--- src/pfa_pkg.sv ---
package pfa_pkg;

  // Request operation codes.
  localparam logic OP_ADD   = 1'b0;
  localparam logic OP_ALLOC = 1'b1;

  // Fit policy codes; anything above worst fit is rejected.
  localparam logic [1:0] POL_FIRST = 2'd0;
  localparam logic [1:0] POL_BEST  = 2'd1;
  localparam logic [1:0] POL_WORST = 2'd2;

  // Result status codes.
  typedef enum logic [2:0] {
    ST_OK     = 3'd0,
    ST_EMPTY  = 3'd1,
    ST_NOFIT  = 3'd2,
    ST_FULL   = 3'd3,
    ST_BADPOL = 3'd4
  } pfa_status_t;

  // One request as it arrives.
  typedef struct packed {
    logic        operation;
    logic [1:0]  fit_policy;
    logic [15:0] process_id;
    logic [31:0] request_size;
    logic [31:0] block_start;
    logic [31:0] block_end;
  } pfa_req_t;

  // One result as it leaves.
  typedef struct packed {
    logic [2:0]  status;
    logic [31:0] granted_start;
    logic [31:0] granted_end;
    logic [15:0] granted_process;
    logic [4:0]  free_count;
  } pfa_rsp_t;

  // Commands from the controller to the datapath.
  typedef struct packed {
    logic        load;
    logic        append;
    logic        scan_start;
    logic        scan;
    logic        shift_start;
    logic        shift;
    logic        set_status;
    logic        grant;
    pfa_status_t code;
    logic        out_load;
  } pfa_cmd_t;

  // Status from the datapath to the controller.
  typedef struct packed {
    logic is_alloc;
    logic full;
    logic bad_policy;
    logic empty;
    logic scan_done;
    logic found;
    logic shift_done;
  } pfa_sts_t;

endpackage

--- src/pfa_datapath.sv ---
module pfa_datapath
  import pfa_pkg::*;
#(
  parameter int FREE_SLOTS = 16,
  parameter int ADDR_BITS  = 32
) (
  input  logic     clk,
  input  logic     rst,
  input  pfa_req_t req_in,
  input  pfa_cmd_t cmd,
  output pfa_sts_t sts,
  output pfa_rsp_t rsp_out
);

  localparam int CW = $clog2(FREE_SLOTS + 1);
  localparam int IW = $clog2(FREE_SLOTS);
  localparam int DW = 2 * ADDR_BITS;

  // Partition table: start in the upper half of a word, end in the lower half.
  logic [DW-1:0]        mem [FREE_SLOTS];
  logic [DW-1:0]        rd_data;
  logic                 rd_vld;
  logic [IW-1:0]        rd_idx;

  pfa_req_t             req;
  logic [CW-1:0]        cnt;
  logic [CW-1:0]        ptr;

  logic                 found;
  logic [IW-1:0]        best_idx;
  logic [ADDR_BITS-1:0] best_slack;
  logic [ADDR_BITS-1:0] best_start;
  logic [ADDR_BITS-1:0] best_end;

  pfa_status_t          res_status;
  logic                 res_grant;

  logic [ADDR_BITS-1:0] rd_start;
  logic [ADDR_BITS-1:0] rd_end;
  logic [ADDR_BITS-1:0] slack;
  logic                 fits;
  logic                 better;
  logic                 take;
  logic                 stop;
  logic                 more;
  logic                 issue;
  logic                 wr_en;
  logic [IW-1:0]        wr_addr;
  logic [DW-1:0]        wr_data;

  // Fit test on the entry read in the previous cycle.
  assign rd_start = rd_data[DW-1:ADDR_BITS];
  assign rd_end   = rd_data[ADDR_BITS-1:0];
  assign slack    = rd_end - rd_start;
  assign fits     = (rd_end >= rd_start) && (32'(slack) >= req.request_size);
  assign better   = !found
                 || ((req.fit_policy == POL_BEST)  && (slack <= best_slack))
                 || ((req.fit_policy == POL_WORST) && (slack >= best_slack));
  assign take     = cmd.scan && rd_vld && fits && better;

  // First fit stops reading once it has a candidate.
  assign stop  = found && (req.fit_policy == POL_FIRST);
  assign more  = ptr < cnt;
  assign issue = (cmd.scan && more && !stop) || (cmd.shift && more);

  // Write port: append at the tail, or move an entry down one place.
  always_comb begin
    wr_en   = 1'b0;
    wr_addr = cnt[IW-1:0];
    wr_data = {req.block_start[ADDR_BITS-1:0], req.block_end[ADDR_BITS-1:0]};
    if (cmd.append) begin
      wr_en = 1'b1;
    end else if (cmd.shift && rd_vld) begin
      wr_en   = 1'b1;
      wr_addr = rd_idx - IW'(1);
      wr_data = rd_data;
    end
  end

  // Table memory with a registered read.
  always_ff @(posedge clk) begin
    if (wr_en) begin
      mem[wr_addr] <= wr_data;
    end
    if (issue) begin
      rd_data <= mem[ptr[IW-1:0]];
      rd_idx  <= ptr[IW-1:0];
    end
  end

  // Control registers: entry count, read-valid flag and found flag.
  always_ff @(posedge clk) begin
    if (rst) begin
      cnt    <= '0;
      rd_vld <= 1'b0;
      found  <= 1'b0;
    end else begin
      rd_vld <= issue;
      if (cmd.append) begin
        cnt <= cnt + CW'(1);
      end else if (cmd.grant) begin
        cnt <= cnt - CW'(1);
      end
      if (cmd.scan_start) begin
        found <= 1'b0;
      end else if (take) begin
        found <= 1'b1;
      end
    end
  end

  // Request capture, scan pointer, best candidate and pending result.
  always_ff @(posedge clk) begin
    if (cmd.load) begin
      req <= req_in;
    end
    if (cmd.scan_start) begin
      ptr <= '0;
    end else if (cmd.shift_start) begin
      ptr <= CW'(best_idx) + CW'(1);
    end else if (issue) begin
      ptr <= ptr + CW'(1);
    end
    if (take) begin
      best_idx   <= rd_idx;
      best_slack <= slack;
      best_start <= rd_start;
      best_end   <= rd_end;
    end
    if (cmd.set_status) begin
      res_status <= cmd.code;
      res_grant  <= cmd.grant;
    end
  end

  // Output register; the count is taken after the table has been updated.
  always_ff @(posedge clk) begin
    if (cmd.out_load) begin
      rsp_out.status          <= res_status;
      rsp_out.granted_start   <= res_grant ? 32'(best_start) : '0;
      rsp_out.granted_end     <= res_grant ? 32'(best_end) : '0;
      rsp_out.granted_process <= res_grant ? req.process_id : '0;
      rsp_out.free_count      <= 5'(cnt);
    end
  end

  // Status towards the controller.
  always_comb begin
    sts.is_alloc   = (req.operation == OP_ALLOC);
    sts.full       = (cnt >= CW'(FREE_SLOTS));
    sts.bad_policy = (req.fit_policy > POL_WORST);
    sts.empty      = (cnt == '0);
    sts.scan_done  = (!more || stop) && !rd_vld;
    sts.found      = found;
    sts.shift_done = !more && !rd_vld;
  end

endmodule

--- src/pfa_ctrl.sv ---
module pfa_ctrl
  import pfa_pkg::*;
(
  input  logic     clk,
  input  logic     rst,
  input  logic     req_valid,
  output logic     req_ready,
  output logic     rsp_valid,
  input  logic     rsp_ready,
  input  pfa_sts_t sts,
  output pfa_cmd_t cmd
);

  typedef enum logic [2:0] {
    S_IDLE,
    S_CHECK,
    S_SCAN,
    S_SHIFT,
    S_PUSH
  } state_t;

  state_t state;
  state_t state_next;
  logic   can_push;

  assign req_ready = (state == S_IDLE);
  assign can_push  = !rsp_valid || rsp_ready;

  // Command decode and next state.
  always_comb begin
    cmd        = '0;
    cmd.code   = ST_OK;
    state_next = state;
    unique case (state)
      S_IDLE: begin
        if (req_valid) begin
          cmd.load   = 1'b1;
          state_next = S_CHECK;
        end
      end
      S_CHECK: begin
        cmd.set_status = 1'b1;
        state_next     = S_PUSH;
        if (!sts.is_alloc) begin
          if (sts.full) begin
            cmd.code = ST_FULL;
          end else begin
            cmd.append = 1'b1;
          end
        end else if (sts.bad_policy) begin
          cmd.code = ST_BADPOL;
        end else if (sts.empty) begin
          cmd.code = ST_EMPTY;
        end else begin
          cmd.set_status = 1'b0;
          cmd.scan_start = 1'b1;
          state_next     = S_SCAN;
        end
      end
      S_SCAN: begin
        cmd.scan = 1'b1;
        if (sts.scan_done) begin
          if (sts.found) begin
            cmd.shift_start = 1'b1;
            state_next      = S_SHIFT;
          end else begin
            cmd.set_status = 1'b1;
            cmd.code       = ST_NOFIT;
            state_next     = S_PUSH;
          end
        end
      end
      S_SHIFT: begin
        cmd.shift = 1'b1;
        if (sts.shift_done) begin
          cmd.set_status = 1'b1;
          cmd.grant      = 1'b1;
          cmd.code       = ST_OK;
          state_next     = S_PUSH;
        end
      end
      S_PUSH: begin
        if (can_push) begin
          cmd.out_load = 1'b1;
          state_next   = S_IDLE;
        end
      end
      default: begin
        state_next = S_IDLE;
      end
    endcase
  end

  // State and result-valid register.
  always_ff @(posedge clk) begin
    if (rst) begin
      state     <= S_IDLE;
      rsp_valid <= 1'b0;
    end else begin
      state <= state_next;
      if (state == S_PUSH && can_push) begin
        rsp_valid <= 1'b1;
      end else if (rsp_valid && rsp_ready) begin
        rsp_valid <= 1'b0;
      end
    end
  end

endmodule

--- src/partition_fit_allocator.sv ---
// Free-partition allocator. Up to FREE_SLOTS free partitions are held in order
// in a single-port-read table memory. An add request appends a partition, or
// reports a full table. An allocate request scans the table one entry per
// cycle through the memory's read port, then closes the gap left by the
// granted partition by moving each later entry down one place, again one per
// cycle. First fit ends the scan at the first fitting entry. Requests are
// taken one at a time, and the next request is accepted while a result still
// waits in the output register, which holds it until the result is taken.
module partition_fit_allocator
  import pfa_pkg::*;
#(
  parameter int FREE_SLOTS = 16,
  parameter int ADDR_BITS  = 32
) (
  input  logic     clk,
  input  logic     rst,
  input  logic     req_valid,
  output logic     req_ready,
  input  pfa_req_t req,
  output logic     rsp_valid,
  input  logic     rsp_ready,
  output pfa_rsp_t rsp
);

  pfa_cmd_t cmd;
  pfa_sts_t sts;

  // Sequencing of each request.
  pfa_ctrl u_ctrl (
    .clk       (clk),
    .rst       (rst),
    .req_valid (req_valid),
    .req_ready (req_ready),
    .rsp_valid (rsp_valid),
    .rsp_ready (rsp_ready),
    .sts       (sts),
    .cmd       (cmd)
  );

  // Table, fit comparison and result register.
  pfa_datapath #(
    .FREE_SLOTS (FREE_SLOTS),
    .ADDR_BITS  (ADDR_BITS)
  ) u_datapath (
    .clk     (clk),
    .rst     (rst),
    .req_in  (req),
    .cmd     (cmd),
    .sts     (sts),
    .rsp_out (rsp)
  );

endmodule
--- config.mk ---
export PLATFORM = sky130hd
export DESIGN_NAME = partition_fit_allocator
export DESIGN_NICKNAME = d
export VERILOG_FILES = /design/src/pfa_pkg.sv /design/src/pfa_datapath.sv /design/src/pfa_ctrl.sv /design/src/partition_fit_allocator.sv
export SDC_FILE = /design/constraint.sdc
export NUM_CORES = 1
export LEC_CHECK = 0
export BUFFER_PORTS_ARGS = -buffer_cell sky130_fd_sc_hd__buf_2
export CAP_MARGIN = 25
export CORE_UTILIZATION = 35
export DETAILED_ROUTE_END_ITERATION = 8
export MAX_ROUTING_LAYER = met4
export PLACE_DENSITY = 0.55
export RECOVER_POWER = 100
export SYNTH_ARGS = -nofsm -noshare
export SYNTH_HDL_FRONTEND = slang
export SYNTH_SLANG_ARGS = --single-unit
--- constraint.sdc ---
create_clock -name clk -period 7 [get_ports clk]
set_clock_uncertainty 0.05 [all_clocks]
set_input_delay 1.05 -clock clk [delete_from_list [all_inputs] [get_ports clk]]
set_output_delay 1.05 -clock clk [all_outputs]
set_load 0.01 [all_outputs]
==> impl_metrics.tcl <==
set metrics [dict create \
    grt_antenna_before_repair 12 \
    crit_family "simple AND/OR/NAND/NOR gates" \
    violations "max-capacitance violations, max-slew violations" \
    hpwl_um 85700 \
    cp.required_ps 7320 \
    path_buf_inv 1 \
    insertion_delay_ps 810 \
    grt-ovfl-total 0 \
    layout.cells.non_filler 5191 \
    area_growth_pct 15.7 \
    ys_types 58 \
    first_pass_iters 7 \
    synth_top_area_frac 0.758 \
    synth_area_um2 55500 \
    max_slew.worst_pin.slew_ps 4150 \
    status "complete, but fails checks" \
    slowest_delay_ps 2030 \
    crit_type "reg -> reg" \
    gp_congestion 0.841 \
    cp_cell_sequence "or3b_2, nor3_1, a31oi_1, nor2_1, buf_2" \
    power.density_nw_per_um2 399 \
    cts_htree_levels 4 \
    ys_ff_latch 1415 \
    die_w_um 400 \
    root_buffer "clkbuf_16" \
    cp-start-kind "register" \
    crit_arrival_ps 6900 \
    dpl_worst_slack_ps 791 \
    final.setup.tns_ps 0 \
    ys_warn_count 0 \
    holdWs_ps 364 \
    fin_crit_sh 0.941 \
    avgViaCountPerCell 5.25 \
    cp_max_fo 47 \
    clock_path_buffers 3 \
    grt_pass1_vias 27000 \
    fin_crit_ps 6590 \
    io_buffers 208 \
    synth_top_flop_cell "edfxtp_1" \
    clkPwrFrac 0.322 \
    drv_slew 1690 \
    drc 0 \
    internal-power_mw 18.2 \
    synth_fp_nets 2885 \
    cts_hold_buf 0 \
    synth_area_leader_cell "edfxtp_1" \
    grt_max_degree 128 \
    drt-total-wl_um 146000 \
    rsz0062_at_grt "false" \
    die_area_um2 160000 \
    setup_viol 0 \
    p_leak_nw 20.7 \
    cts_inserted_buffers 157 \
    fmax_mhz 152 \
    dp.cells 4902 \
    end_kind "register" \
    crit_slowest_cell "nor2_1" \
    cts_setup_buffers 0 \
    num_vias 27200 \
    synthTopCellsByCount "edfxtp_1 (1399), mux4_2 (320), inv_1 (116)" \
    row_count 145 \
    drive_gt1_frac 0.217 \
    pin_count 209 \
    initial_core_util 0.354 \
    layout_setup_ws_ps 413 \
    yosysSeqAreaShare 0.763 \
    drv_cap 45 \
    avgSynthCellArea_um2 20.9 \
    synth_area_leaders "edfxtp_1 (76%), mux4_2 (13%), ha_1 (2.4%)" \
    fill_cells 13900 \
    p_switching_mw 7.44 \
    async_reset_ff_frac 0 \
    pwr-share-comb 0.243 \
    slew_headroom -1.77 \
    nets 3231 \
    post_drt_wl_per_cell_um 28.1 \
    clock-sinks 1415 \
    die_h_um 400 \
    post_cts_resized 0 \
    p_sw_frac 0.291 \
    seq_power_share 0.434 \
    cts_tree "yes" \
    drt-initial-drc-count 2889 \
    clkTransAtPathRegs_ps 60 \
    ir_worst_vdd_mv 0.277 \
    hold_path.class "in -> reg" \
    core_area_um2 157000 \
    grt_usage 0.188 \
    hold_viol_final 0 \
    yosysMostFrequentCell "edfxtp_1" \
    netlist_instances 2659 \
    grt_pass1_wl_um 204000 \
    synth_edf_count 1399 \
    postRouteAntennaNets 0 \
]
[kinds of logic after synthesis]
logic type	synth area share
AO/OA/AOI/OAI	0.0259
XOR/XNOR	0.00584
multiplexers	0.138
adder cells (fa/ha/maj)	0.0244
buffers and inverters	0.0149
flip-flops	0.763
AND/OR/NAND/NOR	0.0279
[state kept, by name, summed over array words and instances (netlist names)]
signal                 count
u_datapath.mem          1024
u_datapath.req           114
u_datapath.rsp_out        88
u_datapath.rd_data        64
u_datapath.best_end       32
u_datapath.best_slack     32
u_datapath.best_start     32
u_datapath.cnt             5
u_datapath.ptr             5
u_datapath.best_idx        4
u_datapath.rd_idx          4
u_ctrl.state               3
u_datapath.res_status      3
u_ctrl.rsp_valid           1
u_datapath.found           1
u_datapath.rd_vld          1
u_datapath.res_grant       1
u_datapath.sts             1
[per-layer routing]
layer / routed length, µm / vias to the layer above / share of wire / global-route usage
met5: 0 / - / 0 / -
met4: 3380 / 0 / 0.023 / 0.0491
met1: 63900 / 14500 / 0.44 / 0.259
li1: - / 11600 / - / -
met2: 69700 / 930 / 0.48 / 0.291
met3: 9130 / 194 / 0.063 / 0.0317
[final cells by class]
class | count | area [µm²] | area share
flip-flops and latches | 1415 | 42300 | 0.660
multi-input cells | 1026 | 12300 | 0.192
clock buffers | 188 | 4080 | 0.0635
well taps | 2058 | 2570 | 0.0401
repair buffers | 289 | 1300 | 0.0203
clock inverters | 95 | 1100 | 0.0171
inverters | 116 | 435 | 0.00679
diodes | 4 | 10.0 | 0.000156
[placed cells by master (no fill, tap or decap), types with 10 or more instances in the layout]
cell / n
edfxtp_1: 1399
mux4_2: 320
clkbuf_1: 196
clkbuf_16: 158
inv_1: 116
ha_1: 105
buf_2: 99
nand2_1: 69
and2_0: 63
nor2_1: 57
o21ai_0: 55
a21o_1: 47
a21oi_1: 45
clkinv_1: 32
mux2_1: 31
xnor2_1: 25
and2_1: 19
nand3_1: 18
clkinv_2: 18
nand4_1: 17
bufinv_16: 17
nor3_1: 16
dfxtp_1: 16
nand2b_1: 12
xor2_1: 12
clkbuf_2: 12
a31oi_1: 11
clkinvlp_4: 11
a211oi_1: 10
[per-stage QoR]
step                power [mW]  utilization  instance area [µm²]
global route              26.7        0.409                64100
finish                    25.6        0.409                64100
floorplan                 15.4            -                55500
detailed placement        17.6        0.380                59600
CTS                       25.9        0.413                64800
global placement          17.5        0.380                59500
[power by group through the flow]
stage	Combinational [mW]	Sequential, mW	Clock (mW)
CTS	6.35	11.1	8.43
detailed placement	6.32	11.3	0
global placement	6.30	11.3	0
floorplan	4.33	11.0	0
finish	6.22	11.1	8.25
global route	6.79	11.2	8.73
[path summary, 6_finish.rpt]
path | from | slack [ps] | to | depth (start not counted)
setup / recovery | u_ctrl.state[0]$_SDFFE_PP0P_ | 410 | u_datapath.mem[7][43]$_DFFE_PP_ | 5
hold / removal | req[85] | 360 | u_datapath.req[85]$_DFFE_PP_ | 1
setup reg to reg | u_ctrl.state[0]$_SDFFE_PP0P_ | 410 | u_datapath.mem[7][43]$_DFFE_PP_ | 5
hold reg to reg | u_datapath.res_status[0]$_DFFE_PP_ | 380 | u_datapath.rsp_out[85]$_DFFE_PP_ | 0
Note: power is estimated with default switching activity, not from simulation.
